[src/bsif_pkg.sv]
// Shared types, constants and the 8051 opcode length function for the instruction framer.
package bsif_pkg;

    localparam int unsigned HOLD_DEPTH  = 3;
    localparam int unsigned MAX_RESULTS = 4;

    typedef enum logic [1:0] {
        KIND_ORIGIN = 2'd0,
        KIND_INSTR  = 2'd1,
        KIND_RAW    = 2'd2,
        KIND_END    = 2'd3
    } t_out_kind;

    typedef enum logic {
        BK_IDLE = 1'b0,
        BK_RUN  = 1'b1
    } t_back_state;

    // Classified request as it travels through the queue (address carried apart).
    typedef struct packed {
        logic       is_end;
        logic [7:0] data;
        logic [1:0] width;
    } t_item_tag;

    localparam int unsigned TAG_W = $bits(t_item_tag);

    // Standard 8051 instruction length from the opcode byte; reserved 0xA5 counts as 1.
    function automatic logic [1:0] op_width(input logic [7:0] op);
        logic [3:0] hi;
        logic [3:0] lo;
        logic [1:0] w;
        hi = op[7:4];
        lo = op[3:0];
        w  = 2'd1;
        if (lo == 4'h1) begin
            w = 2'd2;
        end else begin
            unique case (hi)
                4'h0: w = (lo == 4'h2) ? 2'd3 : (lo == 4'h5) ? 2'd2 : 2'd1;
                4'h1: w = (lo == 4'h0 || lo == 4'h2) ? 2'd3 : (lo == 4'h5) ? 2'd2 : 2'd1;
                4'h2, 4'h3:
                    w = (lo == 4'h0) ? 2'd3 : (lo == 4'h4 || lo == 4'h5) ? 2'd2 : 2'd1;
                4'h4, 4'h5, 4'h6:
                    w = (lo == 4'h3) ? 2'd3 : (lo <= 4'h5) ? 2'd2 : 2'd1;
                4'h7: w = (lo == 4'h3) ? 2'd1 : (lo == 4'h5) ? 2'd3 : 2'd2;
                4'h8: w = (lo == 4'h3 || lo == 4'h4) ? 2'd1 : (lo == 4'h5) ? 2'd3 : 2'd2;
                4'h9: w = (lo == 4'h0) ? 2'd3
                        : (lo == 4'h2 || lo == 4'h4 || lo == 4'h5) ? 2'd2 : 2'd1;
                4'hA: w = (lo == 4'h3 || lo == 4'h4 || lo == 4'h5) ? 2'd1 : 2'd2;
                4'hB: w = (lo == 4'h3) ? 2'd1 : (lo >= 4'h4) ? 2'd3 : 2'd2;
                4'hC: w = (lo == 4'h0 || lo == 4'h2 || lo == 4'h5) ? 2'd2 : 2'd1;
                4'hD: w = (lo == 4'h5) ? 2'd3
                        : (lo == 4'h0 || lo == 4'h2 || lo >= 4'h8) ? 2'd2 : 2'd1;
                4'hE, 4'hF: w = (lo == 4'h5) ? 2'd2 : 2'd1;
                default: w = 2'd1;
            endcase
        end
        return w;
    endfunction

endpackage

[src/bsif_front.sv]
// Front end: accepts requests, drops everything after end of stream, tags opcode length.
module bsif_front
    import bsif_pkg::*;
#(
    parameter int unsigned ADDR_WIDTH = 32
) (
    input  logic                  i_clk,
    input  logic                  i_rst_n,
    input  logic                  i_valid,
    output logic                  o_ready,
    input  logic                  i_kind,
    input  logic [7:0]            i_byte,
    input  logic [ADDR_WIDTH-1:0] i_addr,
    input  logic                  i_queue_full,
    output logic                  o_push,
    output t_item_tag             o_push_tag,
    output logic [ADDR_WIDTH-1:0] o_push_addr
);

    logic r_ended;
    logic n_ended;
    logic accept;

    // once the end mark is in, later requests are swallowed
    assign o_ready = r_ended || !i_queue_full;
    assign accept  = i_valid && o_ready;
    assign o_push  = accept && !r_ended;

    assign o_push_tag.is_end = i_kind;
    assign o_push_tag.data   = i_byte;
    assign o_push_tag.width  = op_width(i_byte);
    assign o_push_addr       = i_addr;

    assign n_ended = r_ended || (accept && i_kind);

    always_ff @(posedge i_clk) begin
        if (!i_rst_n) begin
            r_ended <= 1'b0;
        end else begin
            r_ended <= n_ended;
        end
    end

endmodule

[src/bsif_queue.sv]
// Small FIFO decoupling the front end from the framing engine.
module bsif_queue #(
    parameter int unsigned DEPTH = 4,
    parameter int unsigned W     = 8
) (
    input  logic         i_clk,
    input  logic         i_rst_n,
    input  logic         i_push,
    input  logic [W-1:0] i_push_data,
    output logic         o_full,
    input  logic         i_pop,
    output logic         o_pop_valid,
    output logic [W-1:0] o_pop_data
);

    localparam int unsigned PTR_W = (DEPTH > 1) ? $clog2(DEPTH) : 1;
    localparam int unsigned CNT_W = $clog2(DEPTH + 1);

    logic [W-1:0]     r_mem [DEPTH];
    logic [PTR_W-1:0] r_wr_ptr;
    logic [PTR_W-1:0] r_rd_ptr;
    logic [CNT_W-1:0] r_count;
    logic [PTR_W-1:0] n_wr_ptr;
    logic [PTR_W-1:0] n_rd_ptr;
    logic [CNT_W-1:0] n_count;
    logic             do_push;
    logic             do_pop;

    assign o_full      = (r_count == CNT_W'(DEPTH));
    assign o_pop_valid = (r_count != '0);
    assign o_pop_data  = r_mem[r_rd_ptr];
    assign do_push     = i_push && !o_full;
    assign do_pop      = i_pop && o_pop_valid;

    always_comb begin
        n_wr_ptr = r_wr_ptr;
        n_rd_ptr = r_rd_ptr;
        n_count  = r_count;
        if (do_push) begin
            n_wr_ptr = (r_wr_ptr == PTR_W'(DEPTH - 1)) ? '0 : r_wr_ptr + PTR_W'(1);
        end
        if (do_pop) begin
            n_rd_ptr = (r_rd_ptr == PTR_W'(DEPTH - 1)) ? '0 : r_rd_ptr + PTR_W'(1);
        end
        if (do_push && !do_pop) begin
            n_count = r_count + CNT_W'(1);
        end else if (do_pop && !do_push) begin
            n_count = r_count - CNT_W'(1);
        end
    end

    always_ff @(posedge i_clk) begin
        if (!i_rst_n) begin
            r_wr_ptr <= '0;
            r_rd_ptr <= '0;
            r_count  <= '0;
        end else begin
            r_wr_ptr <= n_wr_ptr;
            r_rd_ptr <= n_rd_ptr;
            r_count  <= n_count;
        end
    end

    always_ff @(posedge i_clk) begin
        if (do_push) begin
            r_mem[r_wr_ptr] <= i_push_data;
        end
    end

endmodule

[src/bsif_back.sv]
// Framing engine: holds up to three bytes and produces one result per step.
module bsif_back
    import bsif_pkg::*;
#(
    parameter int unsigned ADDR_WIDTH = 32
) (
    input  logic                  i_clk,
    input  logic                  i_rst_n,
    input  logic                  i_q_valid,
    input  t_item_tag             i_q_tag,
    input  logic [ADDR_WIDTH-1:0] i_q_addr,
    output logic                  o_q_pop,
    output logic                  o_valid,
    input  logic                  i_ready,
    output t_out_kind             o_kind,
    output logic [ADDR_WIDTH-1:0] o_addr,
    output logic [1:0]            o_width,
    output logic [7:0]            o_first,
    output logic [7:0]            o_second,
    output logic [7:0]            o_third,
    output logic                  o_last
);

    // held bytes
    logic [7:0]            r_held_byte [HOLD_DEPTH];
    logic [1:0]            r_held_wid  [HOLD_DEPTH];
    logic [ADDR_WIDTH-1:0] r_held_addr [HOLD_DEPTH];
    logic [7:0]            n_held_byte [HOLD_DEPTH];
    logic [1:0]            n_held_wid  [HOLD_DEPTH];
    logic [ADDR_WIDTH-1:0] n_held_addr [HOLD_DEPTH];
    logic [1:0]            r_held_cnt, n_held_cnt;

    logic                  r_origin_seen, n_origin_seen;
    logic                  r_stream_ended, n_stream_ended;
    logic                  r_end_sent, n_end_sent;
    logic                  r_raw_run, n_raw_run;
    logic [ADDR_WIDTH-1:0] r_expected, n_expected;
    logic [2:0]            r_n, n_n;
    t_back_state           r_state, n_state;

    // result waiting until we know whether it closes the request
    logic                  r_pend_valid, n_pend_valid;
    t_out_kind             r_pend_kind, n_pend_kind;
    logic [ADDR_WIDTH-1:0] r_pend_addr, n_pend_addr;
    logic [1:0]            r_pend_w, n_pend_w;
    logic [7:0]            r_pend_b0, n_pend_b0;
    logic [7:0]            r_pend_b1, n_pend_b1;
    logic [7:0]            r_pend_b2, n_pend_b2;

    // output register
    logic                  r_out_valid, n_out_valid;
    t_out_kind             r_out_kind, n_out_kind;
    logic [ADDR_WIDTH-1:0] r_out_addr, n_out_addr;
    logic [1:0]            r_out_w, n_out_w;
    logic [7:0]            r_out_b0, n_out_b0;
    logic [7:0]            r_out_b1, n_out_b1;
    logic [7:0]            r_out_b2, n_out_b2;
    logic                  r_out_last, n_out_last;

    // one framing step
    logic [1:0]            run;
    logic                  cont01, cont12;
    logic [1:0]            w0;
    logic                  st_go;
    t_out_kind             st_kind;
    logic [ADDR_WIDTH-1:0] st_addr;
    logic [1:0]            st_w;
    logic [7:0]            st_b0, st_b1, st_b2;
    logic [1:0]            st_drop;
    logic                  st_end, st_org, st_exp_ld, st_raw_ld, st_raw;
    logic [ADDR_WIDTH-1:0] st_exp;
    logic                  can_push;

    assign cont01   = ((r_held_addr[1] - r_held_addr[0]) == ADDR_WIDTH'(1));
    assign cont12   = ((r_held_addr[2] - r_held_addr[1]) == ADDR_WIDTH'(1));
    assign w0       = r_held_wid[0];
    assign can_push = !r_out_valid || i_ready;

    always_comb begin
        if (r_held_cnt == 2'd0) begin
            run = 2'd0;
        end else if (r_held_cnt == 2'd1 || !cont01) begin
            run = 2'd1;
        end else if (r_held_cnt == 2'd2 || !cont12) begin
            run = 2'd2;
        end else begin
            run = 2'd3;
        end
    end

    always_comb begin
        st_go     = 1'b0;
        st_kind   = KIND_ORIGIN;
        st_addr   = r_held_addr[0];
        st_w      = 2'd0;
        st_b0     = 8'd0;
        st_b1     = 8'd0;
        st_b2     = 8'd0;
        st_drop   = 2'd0;
        st_end    = 1'b0;
        st_org    = 1'b0;
        st_exp_ld = 1'b0;
        st_exp    = r_held_addr[0];
        st_raw_ld = 1'b0;
        st_raw    = 1'b0;
        priority if (r_held_cnt == 2'd0 && r_stream_ended) begin
            if (!r_end_sent) begin
                st_go   = 1'b1;
                st_kind = KIND_END;
                st_addr = '0;
                st_end  = 1'b1;
            end
        end else if (run == 2'd0) begin
            st_go = 1'b0;
        end else if (!r_origin_seen || r_held_addr[0] != r_expected) begin
            st_go     = 1'b1;
            st_kind   = KIND_ORIGIN;
            st_org    = 1'b1;
            st_exp_ld = 1'b1;
        end else if (r_raw_run || (run < w0 && (r_held_cnt > run || r_stream_ended))) begin
            // short run: bytes go out one at a time
            st_go     = 1'b1;
            st_kind   = KIND_RAW;
            st_w      = 2'd1;
            st_b0     = r_held_byte[0];
            st_drop   = 2'd1;
            st_exp_ld = 1'b1;
            st_exp    = r_held_addr[0] + ADDR_WIDTH'(1);
            st_raw_ld = 1'b1;
            st_raw    = (run > 2'd1);
        end else if (run == w0) begin
            st_go     = 1'b1;
            st_kind   = KIND_INSTR;
            st_w      = w0;
            st_b0     = r_held_byte[0];
            st_b1     = (w0 > 2'd1) ? r_held_byte[1] : 8'd0;
            st_b2     = (w0 > 2'd2) ? r_held_byte[2] : 8'd0;
            st_drop   = w0;
            st_exp_ld = 1'b1;
            st_exp    = r_held_addr[0] + ADDR_WIDTH'(w0);
        end else begin
            st_go = 1'b0;
        end
    end

    always_comb begin
        n_held_byte    = r_held_byte;
        n_held_wid     = r_held_wid;
        n_held_addr    = r_held_addr;
        n_held_cnt     = r_held_cnt;
        n_origin_seen  = r_origin_seen;
        n_stream_ended = r_stream_ended;
        n_end_sent     = r_end_sent;
        n_raw_run      = r_raw_run;
        n_expected     = r_expected;
        n_n            = r_n;
        n_state        = r_state;
        n_pend_valid   = r_pend_valid;
        n_pend_kind    = r_pend_kind;
        n_pend_addr    = r_pend_addr;
        n_pend_w       = r_pend_w;
        n_pend_b0      = r_pend_b0;
        n_pend_b1      = r_pend_b1;
        n_pend_b2      = r_pend_b2;
        n_out_valid    = r_out_valid && !i_ready;
        n_out_kind     = r_out_kind;
        n_out_addr     = r_out_addr;
        n_out_w        = r_out_w;
        n_out_b0       = r_out_b0;
        n_out_b1       = r_out_b1;
        n_out_b2       = r_out_b2;
        n_out_last     = r_out_last;
        o_q_pop        = 1'b0;

        unique case (r_state)
            BK_IDLE: begin
                if (i_q_valid) begin
                    o_q_pop = 1'b1;
                    n_n     = 3'd0;
                    n_state = BK_RUN;
                    if (i_q_tag.is_end) begin
                        n_stream_ended = 1'b1;
                    end else if (r_held_cnt < 2'(HOLD_DEPTH)) begin
                        n_held_byte[r_held_cnt] = i_q_tag.data;
                        n_held_wid[r_held_cnt]  = i_q_tag.width;
                        n_held_addr[r_held_cnt] = i_q_addr;
                        n_held_cnt              = r_held_cnt + 2'd1;
                    end
                end
            end
            BK_RUN: begin
                if (st_go && r_n != 3'(MAX_RESULTS)) begin
                    if (!r_pend_valid || can_push) begin
                        if (r_pend_valid) begin
                            n_out_valid = 1'b1;
                            n_out_kind  = r_pend_kind;
                            n_out_addr  = r_pend_addr;
                            n_out_w     = r_pend_w;
                            n_out_b0    = r_pend_b0;
                            n_out_b1    = r_pend_b1;
                            n_out_b2    = r_pend_b2;
                            n_out_last  = 1'b0;
                        end
                        n_pend_valid = 1'b1;
                        n_pend_kind  = st_kind;
                        n_pend_addr  = st_addr;
                        n_pend_w     = st_w;
                        n_pend_b0    = st_b0;
                        n_pend_b1    = st_b1;
                        n_pend_b2    = st_b2;
                        n_n          = r_n + 3'd1;
                        if (st_end) begin
                            n_end_sent = 1'b1;
                        end
                        if (st_org) begin
                            n_origin_seen = 1'b1;
                        end
                        if (st_exp_ld) begin
                            n_expected = st_exp;
                        end
                        if (st_raw_ld) begin
                            n_raw_run = st_raw;
                        end
                        unique case (st_drop)
                            2'd0: begin
                            end
                            2'd1: begin
                                n_held_byte[0] = r_held_byte[1];
                                n_held_wid[0]  = r_held_wid[1];
                                n_held_addr[0] = r_held_addr[1];
                                n_held_byte[1] = r_held_byte[2];
                                n_held_wid[1]  = r_held_wid[2];
                                n_held_addr[1] = r_held_addr[2];
                            end
                            2'd2: begin
                                n_held_byte[0] = r_held_byte[2];
                                n_held_wid[0]  = r_held_wid[2];
                                n_held_addr[0] = r_held_addr[2];
                            end
                            default: begin
                            end
                        endcase
                        n_held_cnt = r_held_cnt - st_drop;
                    end
                end else if (r_pend_valid) begin
                    if (can_push) begin
                        n_out_valid  = 1'b1;
                        n_out_kind   = r_pend_kind;
                        n_out_addr   = r_pend_addr;
                        n_out_w      = r_pend_w;
                        n_out_b0     = r_pend_b0;
                        n_out_b1     = r_pend_b1;
                        n_out_b2     = r_pend_b2;
                        n_out_last   = 1'b1;
                        n_pend_valid = 1'b0;
                        n_state      = BK_IDLE;
                    end
                end else begin
                    n_state = BK_IDLE;
                end
            end
            default: n_state = BK_IDLE;
        endcase
    end

    always_ff @(posedge i_clk) begin
        if (!i_rst_n) begin
            r_held_cnt     <= 2'd0;
            r_origin_seen  <= 1'b0;
            r_stream_ended <= 1'b0;
            r_end_sent     <= 1'b0;
            r_raw_run      <= 1'b0;
            r_expected     <= '0;
            r_n            <= 3'd0;
            r_state        <= BK_IDLE;
            r_pend_valid   <= 1'b0;
            r_out_valid    <= 1'b0;
        end else begin
            r_held_cnt     <= n_held_cnt;
            r_origin_seen  <= n_origin_seen;
            r_stream_ended <= n_stream_ended;
            r_end_sent     <= n_end_sent;
            r_raw_run      <= n_raw_run;
            r_expected     <= n_expected;
            r_n            <= n_n;
            r_state        <= n_state;
            r_pend_valid   <= n_pend_valid;
            r_out_valid    <= n_out_valid;
        end
    end

    always_ff @(posedge i_clk) begin
        r_held_byte <= n_held_byte;
        r_held_wid  <= n_held_wid;
        r_held_addr <= n_held_addr;
        r_pend_kind <= n_pend_kind;
        r_pend_addr <= n_pend_addr;
        r_pend_w    <= n_pend_w;
        r_pend_b0   <= n_pend_b0;
        r_pend_b1   <= n_pend_b1;
        r_pend_b2   <= n_pend_b2;
        r_out_kind  <= n_out_kind;
        r_out_addr  <= n_out_addr;
        r_out_w     <= n_out_w;
        r_out_b0    <= n_out_b0;
        r_out_b1    <= n_out_b1;
        r_out_b2    <= n_out_b2;
        r_out_last  <= n_out_last;
    end

    assign o_valid  = r_out_valid;
    assign o_kind   = r_out_kind;
    assign o_addr   = r_out_addr;
    assign o_width  = r_out_w;
    assign o_first  = r_out_b0;
    assign o_second = r_out_b1;
    assign o_third  = r_out_b2;
    assign o_last   = r_out_last;

endmodule

[src/byte_stream_instruction_framer_core.sv]
// Top level of the 8051 byte stream instruction framer.
//
//  Channel | Direction | Handshake               | Payload
//  --------+-----------+-------------------------+-----------------------------------------
//  in      | input     | i_in_valid / o_in_ready | i_in_kind, i_in_byte, i_in_address
//  out     | output    | o_out_valid/i_out_ready | o_out_kind, o_out_address, o_out_width,
//          |           |                         | o_out_first/second/third, o_out_last
//
// Sequence: the framing engine takes a request from the queue, produces its results
//   one step at a time, then closes the request by passing on the last result with
//   o_out_last set. The engine has a single step unit.
// Reset: synchronous, active low; clears queue, held-byte count and all flags.
// Stalls: the front end keeps accepting into a QUEUE_DEPTH queue while the engine
//   works or waits on a full output register; o_in_ready drops only when the queue
//   is full. After end of stream every request is accepted and discarded.
module byte_stream_instruction_framer_core
    import bsif_pkg::*;
#(
    parameter int unsigned ADDR_WIDTH  = 32,
    parameter int unsigned QUEUE_DEPTH = 4
) (
    input  logic        i_clk,
    input  logic        i_rst_n,
    input  logic        i_in_valid,
    output logic        o_in_ready,
    input  logic        i_in_kind,
    input  logic [7:0]  i_in_byte,
    input  logic [31:0] i_in_address,
    output logic        o_out_valid,
    input  logic        i_out_ready,
    output logic [1:0]  o_out_kind,
    output logic [31:0] o_out_address,
    output logic [1:0]  o_out_width,
    output logic [7:0]  o_out_first,
    output logic [7:0]  o_out_second,
    output logic [7:0]  o_out_third,
    output logic        o_out_last
);

    localparam int unsigned ENTRY_W = TAG_W + ADDR_WIDTH;

    logic                  queue_full;
    logic                  push;
    t_item_tag             push_tag;
    logic [ADDR_WIDTH-1:0] push_addr;
    logic                  pop;
    logic                  pop_valid;
    logic [ENTRY_W-1:0]    pop_data;
    t_item_tag             pop_tag;
    logic [ADDR_WIDTH-1:0] pop_addr;
    t_out_kind             out_kind;
    logic [ADDR_WIDTH-1:0] out_addr;

    // addresses are taken modulo 2^ADDR_WIDTH from here on
    bsif_front #(
        .ADDR_WIDTH (ADDR_WIDTH)
    ) u_front (
        .i_clk        (i_clk),
        .i_rst_n      (i_rst_n),
        .i_valid      (i_in_valid),
        .o_ready      (o_in_ready),
        .i_kind       (i_in_kind),
        .i_byte       (i_in_byte),
        .i_addr       (i_in_address[ADDR_WIDTH-1:0]),
        .i_queue_full (queue_full),
        .o_push       (push),
        .o_push_tag   (push_tag),
        .o_push_addr  (push_addr)
    );

    bsif_queue #(
        .DEPTH (QUEUE_DEPTH),
        .W     (ENTRY_W)
    ) u_queue (
        .i_clk       (i_clk),
        .i_rst_n     (i_rst_n),
        .i_push      (push),
        .i_push_data ({push_tag, push_addr}),
        .o_full      (queue_full),
        .i_pop       (pop),
        .o_pop_valid (pop_valid),
        .o_pop_data  (pop_data)
    );

    assign pop_tag  = pop_data[ENTRY_W-1:ADDR_WIDTH];
    assign pop_addr = pop_data[ADDR_WIDTH-1:0];

    bsif_back #(
        .ADDR_WIDTH (ADDR_WIDTH)
    ) u_back (
        .i_clk     (i_clk),
        .i_rst_n   (i_rst_n),
        .i_q_valid (pop_valid),
        .i_q_tag   (pop_tag),
        .i_q_addr  (pop_addr),
        .o_q_pop   (pop),
        .o_valid   (o_out_valid),
        .i_ready   (i_out_ready),
        .o_kind    (out_kind),
        .o_addr    (out_addr),
        .o_width   (o_out_width),
        .o_first   (o_out_first),
        .o_second  (o_out_second),
        .o_third   (o_out_third),
        .o_last    (o_out_last)
    );

    assign o_out_kind    = out_kind;
    assign o_out_address = 32'(out_addr);

endmodule

[config.mk]
export PLATFORM = sky130hd
export DESIGN_NAME = byte_stream_instruction_framer_core
export DESIGN_NICKNAME = d
export VERILOG_FILES = /design/src/bsif_pkg.sv /design/src/bsif_front.sv /design/src/bsif_queue.sv /design/src/bsif_back.sv /design/src/byte_stream_instruction_framer_core.sv
export SDC_FILE = /design/constraint.sdc
export NUM_CORES = 1
export LEC_CHECK = 0
export ABC_AREA = 1
export BUFFER_PORTS_ARGS = -buffer_cell sky130_fd_sc_hd__clkbuf_2
export CAP_MARGIN = 10
export CELL_PAD_IN_SITES_DETAIL_PLACEMENT = 1
export CELL_PAD_IN_SITES_GLOBAL_PLACEMENT = 1
export CORE_AREA = 4 4 245 247
export DETAILED_ROUTE_END_ITERATION = 6
export DIE_AREA = 0 0 249 251
export PLACE_DENSITY_LB_ADDON = 0.1
export SLEW_MARGIN = 20
export SYNTH_ARGS = -nofsm -noshare
export SYNTH_HDL_FRONTEND = slang
export SYNTH_SLANG_ARGS = --single-unit
[constraint.sdc]
create_clock -name i_clk -period 20 [get_ports i_clk]
set_clock_uncertainty 0.05 [all_clocks]
set_input_delay 2 -clock i_clk [delete_from_list [all_inputs] [get_ports i_clk]]
set_output_delay 2 -clock i_clk [all_outputs]
set_load 0.01 [all_outputs]
; ---- Yosys cells after proc, flatten, opt, wreduce, memory -nomap -nowiden
; Memory sizes are Yosys's and may differ from the RTL's. A register that Yosys moved wholly into a read port is not among the register bits.
; Cells that the tools add are included.
[totals]
elab_cells = 332
mem_bits_ro = 0
ramBits = 172
mem_count = 1
reg_bits = 299
output_inout_bits = 63
latch_bits = 0
inputBits = 45
[classes]
reduce_logical = 65
n_bitwise = 6
div = 0
mux = 162
multipliers = 0
n_lt_le_gt_ge = 11
eq_ne = 40
shifts = 0
n_addsub = 11
[memory_table]
columns = name, words, word_bits, read_ports, rd_clocked_by_memory_dff, write_ports, line_no
row1 = u_queue.r_mem, 4, 43, 1, 1, 1, bsif_queue.sv:19  ; logic [W-1:0] r_mem [DEPTH];
[ops]
columns = operator, count
row1 = $mux W32, 14
row2 = $mux W96, 3
row3 = $mux W8, 19
row4 = $mux W64, 2
row5 = $pmux W64 S2, 1
row6 = $mux W2, 50
row7 = $bwmux W96, 1
row8 = $mux W24, 3
row9 = $demux W32 S2, 1
row10 = $eq A32 B1 Y1 const B, 2
row11 = $pmux W32 S2, 1
row12 = $sub A32 B32 Y32, 2
row13 = $mux W1, 43
row14 = $add A32 B1 Y32 const B, 1
row15 = $add A32 B2 Y32, 1
row16 = $eq A4 B4 Y1 const B, 8
row17 = $mux W16, 2
row18 = $ne A32 B32 Y1, 1
row19 = $pmux W16 S2, 1
row20 = $bwmux W24, 1
row21 = $eq A4 B3 Y1 const B, 6
row22 = $pmux W2 S12, 1
row23 = $reduce_and A4 Y1, 6
row24 = $mux W6, 3
row25 = 49 further kinds, 122

; ---- Logic depth before layout (Yosys ltp)
[depth]
depth_word = 20
mapped_depth = 38
mapped_depth_nobuf = 37

; ---- By module
; A second synthesis with hierarchy kept.
[unflattened]
hier_cells = 3133
hier_area_um2 = 26390.3
[modules_own_cells]
columns = mod, area_each_um2, cells_per_inst, instances, seq_area_each_um2
row1 = bsif_back, 18775.5, 2503, 1, 8298.0
row2 = bsif_queue, 6849.1, 486, 1, 5345.1
row3 = bsif_front, 765.7, 144, 1, 20.0

; ---- Least setup slack after synthesis
; Ideal clock, no wire load.
[synth_timing]
kind = register to register
startpoint = reg u_back.r_held_addr[64] (netlist name)
endpoint = reg u_back.r_held_addr[64] (netlist name), enable pin
t_required_ns = 19.456
setup_time_ns = 0.494
slack_ns = 12.564
period_less_slack_ns = 7.436
path_buffers = 1
stages_incl_launch_ff = 34
arrival_ns = 6.892
cell_sequence = edfxtp_1 ha_1 fa_1 inv_1 nand3_1 nand2_1 nand2_1 nand3_1 nand2_1 nand2_1 nand2_1 nand2_1 nand2_1 nand2_1 inv_1 nor3_1 nand4_1 ha_1 inv_1 nor2_1 o21ai_0 nand2_1 nand2_1 nand2_1 inv_1 buf_2 nand2_1 nor2_1 nand2_1 inv_1 ha_1 nand2_1 o21ai_0 nor3_1
[synth_via]
elab_chain_cells = 17
word_cells_on_any_way = 31
classes_between = 1 x add/sub / 2 x order compare / 7 x eq/ne / 12 x mux / 9 x reduce/logical
[synth_rtl]
columns = element, line_no
row1 = start: declaration, bsif_back.sv:27  ; logic [ADDR_WIDTH-1:0] r_held_addr [HOLD_DEPTH];
row2 = start signal: assignment, bsif_back.sv:295  ; r_held_addr <= n_held_addr;
row3 = $sub A32 B32 Y32, bsif_back.sv:74  ; assign cont01 = ((r_held_addr[1] - r_held_addr[0]) == ADDR_WIDTH'(1));
row4 = $eq A32 B1 Y1, bsif_back.sv:74
row5 = $logic_not A1 Y1, bsif_back.sv:82  ; end else if (r_held_cnt == 2'd1 || !cont01) begin
row6 = $logic_or A1 B1 Y1, bsif_back.sv:82
row7 = $mux W2, bsif_back.sv:82
row8 = $mux W2, bsif_back.sv:80  ; if (r_held_cnt == 2'd0) begin
row9 = $gt A2 B2 Y1, bsif_back.sv:120  ; end else if (r_raw_run || (run < w0 && (r_held_cnt > run || r_stream_ended))) begin
row10 = $logic_or A1 B1 Y1, bsif_back.sv:120
row11 = [2 not listed], -
row12 = $mux W2, bsif_back.sv:120
row13 = $mux W2, bsif_back.sv:115  ; end else if (!r_origin_seen || r_held_addr[0] != r_expected) begin
row14 = $mux W2 (*), bsif_back.sv:113  ; end else if (run == 2'd0) begin
row15 = $mux W2 (*), bsif_back.sv:106  ; priority if (r_held_cnt == 2'd0 && r_stream_ended) begin
row16 = net u_back.st_drop[1], bsif_back.sv:69  ; logic [1:0] st_drop;
row17 = $eq A2 B1 Y1 or $eq A2 B2 Y1 (tied branches), bsif_back.sv:224  ; unique case (st_drop)
row18 = $ne A3 B3 Y1 (no source line) (*), -
row19 = $reduce_and A6 Y1 (no source line) (*), -
; The timed path passes the listed nets; every way through them passes the cells marked *.
; A chain may end at the register's enable or synchronous reset.

; ---- Worst setup path after layout
[layout_timing]
startpoint = reg u_back.r_held_addr[65] (netlist name)
endpoint = reg u_back.r_held_addr[90] (netlist name), enable pin
; The elaborated chain is that of the path after synthesis.

==> qor.txt <==
status -> complete, no violations
Arrival @ worst endpoint -> 7.69 ns
DRC -> 0
most frequent CP cell -> nand2_1
Antenna Cells -> 0
Switching Fraction -> 48.2%
layout cell share with drive strength beyond 1 -> 8.38%
Clock Pin Slew Worst Setup and Hold Paths -> 0.06 ns
Post-CTS Resized -> 0
Sequential Area -> 13700 um2
PD cells -> 179 nW/um2
combinational fraction of design power -> 50.0%
Internal -> 2690 uW
crit-path max FO -> 34
area occupied by multi-input gates -> 10100 um2
Crit Path Class -> register to register
Slowest-stage cell, CP -> edfxtp_1
Pre-Repair DR Iteration Count -> 5
WP data required -> 20.19 ns
chip height -> 251 um
grt ovf -> 0
Yosys Warn Count -> 0
Post-synth EDFFs -> 419
sequential share of power -> 30.8%
CTS tree -> done
#FFs+latches synth -> 473
routability cong. -> 0.950
via count -> 21.8k
Die X -> 249 um
ratio of final minimum period to clock period -> 37.5%
worst path bufs/invs -> 5
pre-CTS setup slack -> 12.61 ns
Fmax achieved -> 133 MHz
Hold Buf Count CTS -> 0
global-route wire length before repair -> 135 mm
starting density of the core -> 45.0%
fin worst setup slack -> 12.50 ns
Max-Cap Viols -> 0
post-CTS setup buffer count -> 0
P_sw -> 2500 uW
Placement Rows -> 88
crit-path max cell delay -> 0.64 ns
All-Layer GR Usage -> 27.6%
worst rel slew slack -> 37.0%
commonest register cell after synthesis -> edfxtp_1
Final Power -> 5190 uW
vias per std cell -> 5.48
Post-layout nets -> 3297
library cells used by synthesis -> 57
fill count -> 6850
Area growth, synth to finish -> 11.9%
Crit path max-delay family -> simple AND/OR/NAND/NOR gates
clock buffer depth -> 3
total negative slack -> 0 ns
clock share of power -> 19.3%
initial antenna violation count -> 0
RSZ-0062 raised after global routing -> no
Worst Setup Start Kind -> register
# setup viols final -> 0
WL final -> 88.0 mm
Port Buffer Count -> 107
FFs w/ async S/R, synth -> 0%
most frequent cells in the layout -> nand2_1, inv_1, edfxtp_1, nor2_1, a21oi_1
num ports -> 108
Post-Syn Area -> 25900 um2
largest net degree at the start of global routing -> 85
endpoints failing hold -> 0
Synth Net Count -> 3199
Detail Placement HPWL -> 67.2 mm
Core ar. -> 57600 um2
syn_area_per_cell -> 8.44 um2
CP Capture Type -> register
root buf cell -> clkbuf_16
number of global-route vias before repair -> 22.5k
worst hold path type -> register to register
post-synthesis sequential area ratio -> 52.7%
WL/cell -> 22.1 um
DIE AREA -> 62500 um2
Min Hold Slack -> 0.369 ns
fin. max-slew vios -> 0
Final min period -> 7.50 ns
CTS Sinks -> 473
final antenna-violating net count -> 0
most common cell after layout, fill and taps aside -> nand2_1
VDD IR max -> 103 uV
H-Tree Depth -> 2
P_leak -> 0.0125 uW
Util after Layout -> 50.4%
Slew @ Worst Pin -> 0.942 ns
clock network latency to the later pin of the worst-skew pair -> 0.62 ns
First DRT Iteration DRCs -> 1373
Mapped Cells -> 3070
total CTS buffers -> 49
==> worst paths after layout <==
path / endpoint / cells past startpoint / start / slack, ns
setup / recovery: u_back.r_held_addr[90] / 31 / u_back.r_held_addr[65] / 12.50
hold / removal: u_back.o_addr[8] / 0 / u_back.r_pend_addr[8] / 0.37
setup reg to reg: u_back.r_held_addr[90] / 31 / u_back.r_held_addr[65] / 12.50
hold reg to reg: u_back.o_addr[8] / 0 / u_back.r_pend_addr[8] / 0.37
==> cell families after synthesis <==
group,synth area share (%)
AND/OR/NAND/NOR,23.9
buffers and inverters,8.44
flip-flops,52.7
AO/OA/AOI/OAI,9.62
adder cells (fa/ha/maj),4.17
XOR/XNOR,1.08
==> Yosys cell counts, types with 5 or more instances <==
master	instances	area, um2
nand2_1	900	3380
inv_1	466	1750
edfxtp_1	419	12600
nor2_1	333	1250
a21oi_1	175	876
nand3_1	140	701
o21ai_0	83	415
ha_1	80	1000
clkbuf_1	55	206
dfxtp_1	54	1080
nor3_1	47	235
a32oi_1	41	359
nand4_1	41	257
o32ai_1	39	342
xor2_1	24	210
inv_2	19	71.3
o21ai_1	19	95.1
o22ai_1	15	93.8
buf_1	12	45.0
nand3b_1	8	60.1
xnor2_1	8	70.1
buf_6	7	78.8
nor2_2	6	37.5
nor4_1	6	37.5
o21bai_1	6	45.0
a21oi_2	5	43.8
nand2_2	5	31.3
o211ai_1	5	37.5
==> sequential cells by signal, summed over array words and instances, names as in the netlist, 8 cells and up, named ones only <==
| name | flops |
|---|---|
| u_back.r_pend_addr | 32 |
| u_back.o_second | 8 |
| u_back.r_pend_b2 | 8 |
| u_back.o_addr | 32 |
| u_back.r_pend_b1 | 8 |
| u_queue.r_mem | 172 |
| u_back.o_first | 8 |
| u_back.r_pend_b0 | 8 |
| u_back.r_expected | 32 |
| u_back.o_third | 8 |
| u_back.r_held_addr | 96 |
| u_back.r_held_byte | 24 |
==> layer usage <==
| metal | GRT usage (%) | part of all wire [%] | vias to the layer above |
|---|---|---|---|
| met5 | 0 | 0 | - |
| met4 | 8.21 | 3.0 | 0 |
| met3 | 3.33 | 4.5 | 122 |
| met2 | 48.3 | 49 | 546 |
| met1 | 36.3 | 44 | 10800 |
| li1 | - | - | 10400 |
==> worst reg2reg max path, delay by kind of cell, from the launching register on <==
kind            cells  cell delay, ns
fa+ha+maj           3            1.05
compound gates      2            0.46
buf+inv             5            1.53
flops               1            0.64
simple gates       21            3.37
==> through the flow <==
stage,cell area [um2],std cells
floorplan,25900,3070
global placement,27200,3882
detailed placement,27200,3882
CTS,29000,3974
global route,29000,3974
finish,29000,3974
==> cell type report <==
type,count,share of cell area (%)
sequential,473,47.1
multi-input combinational,2031,34.9
inverter,488,6.33
clock buffer,55,4.31
tap,765,3.30
timing repair buffer,125,2.31
clock inverter,37,1.76
==> power groups by stage <==
| stage | logic (uW) | clock network, uW | registers, uW |
|---|---|---|---|
| 6_report | 2590 | 1000 | 1600 |
| 5_1_grt | 2880 | 1060 | 1610 |
| 3_3_place_gp | 2490 | 0 | 1600 |
| 3_5_place_dp | 2550 | 0 | 1610 |
| 2_1_floorplan | 1730 | 0 | 1500 |
| 4_1_cts | 2580 | 1020 | 1590 |
Power figures use the tool's default switching activity.
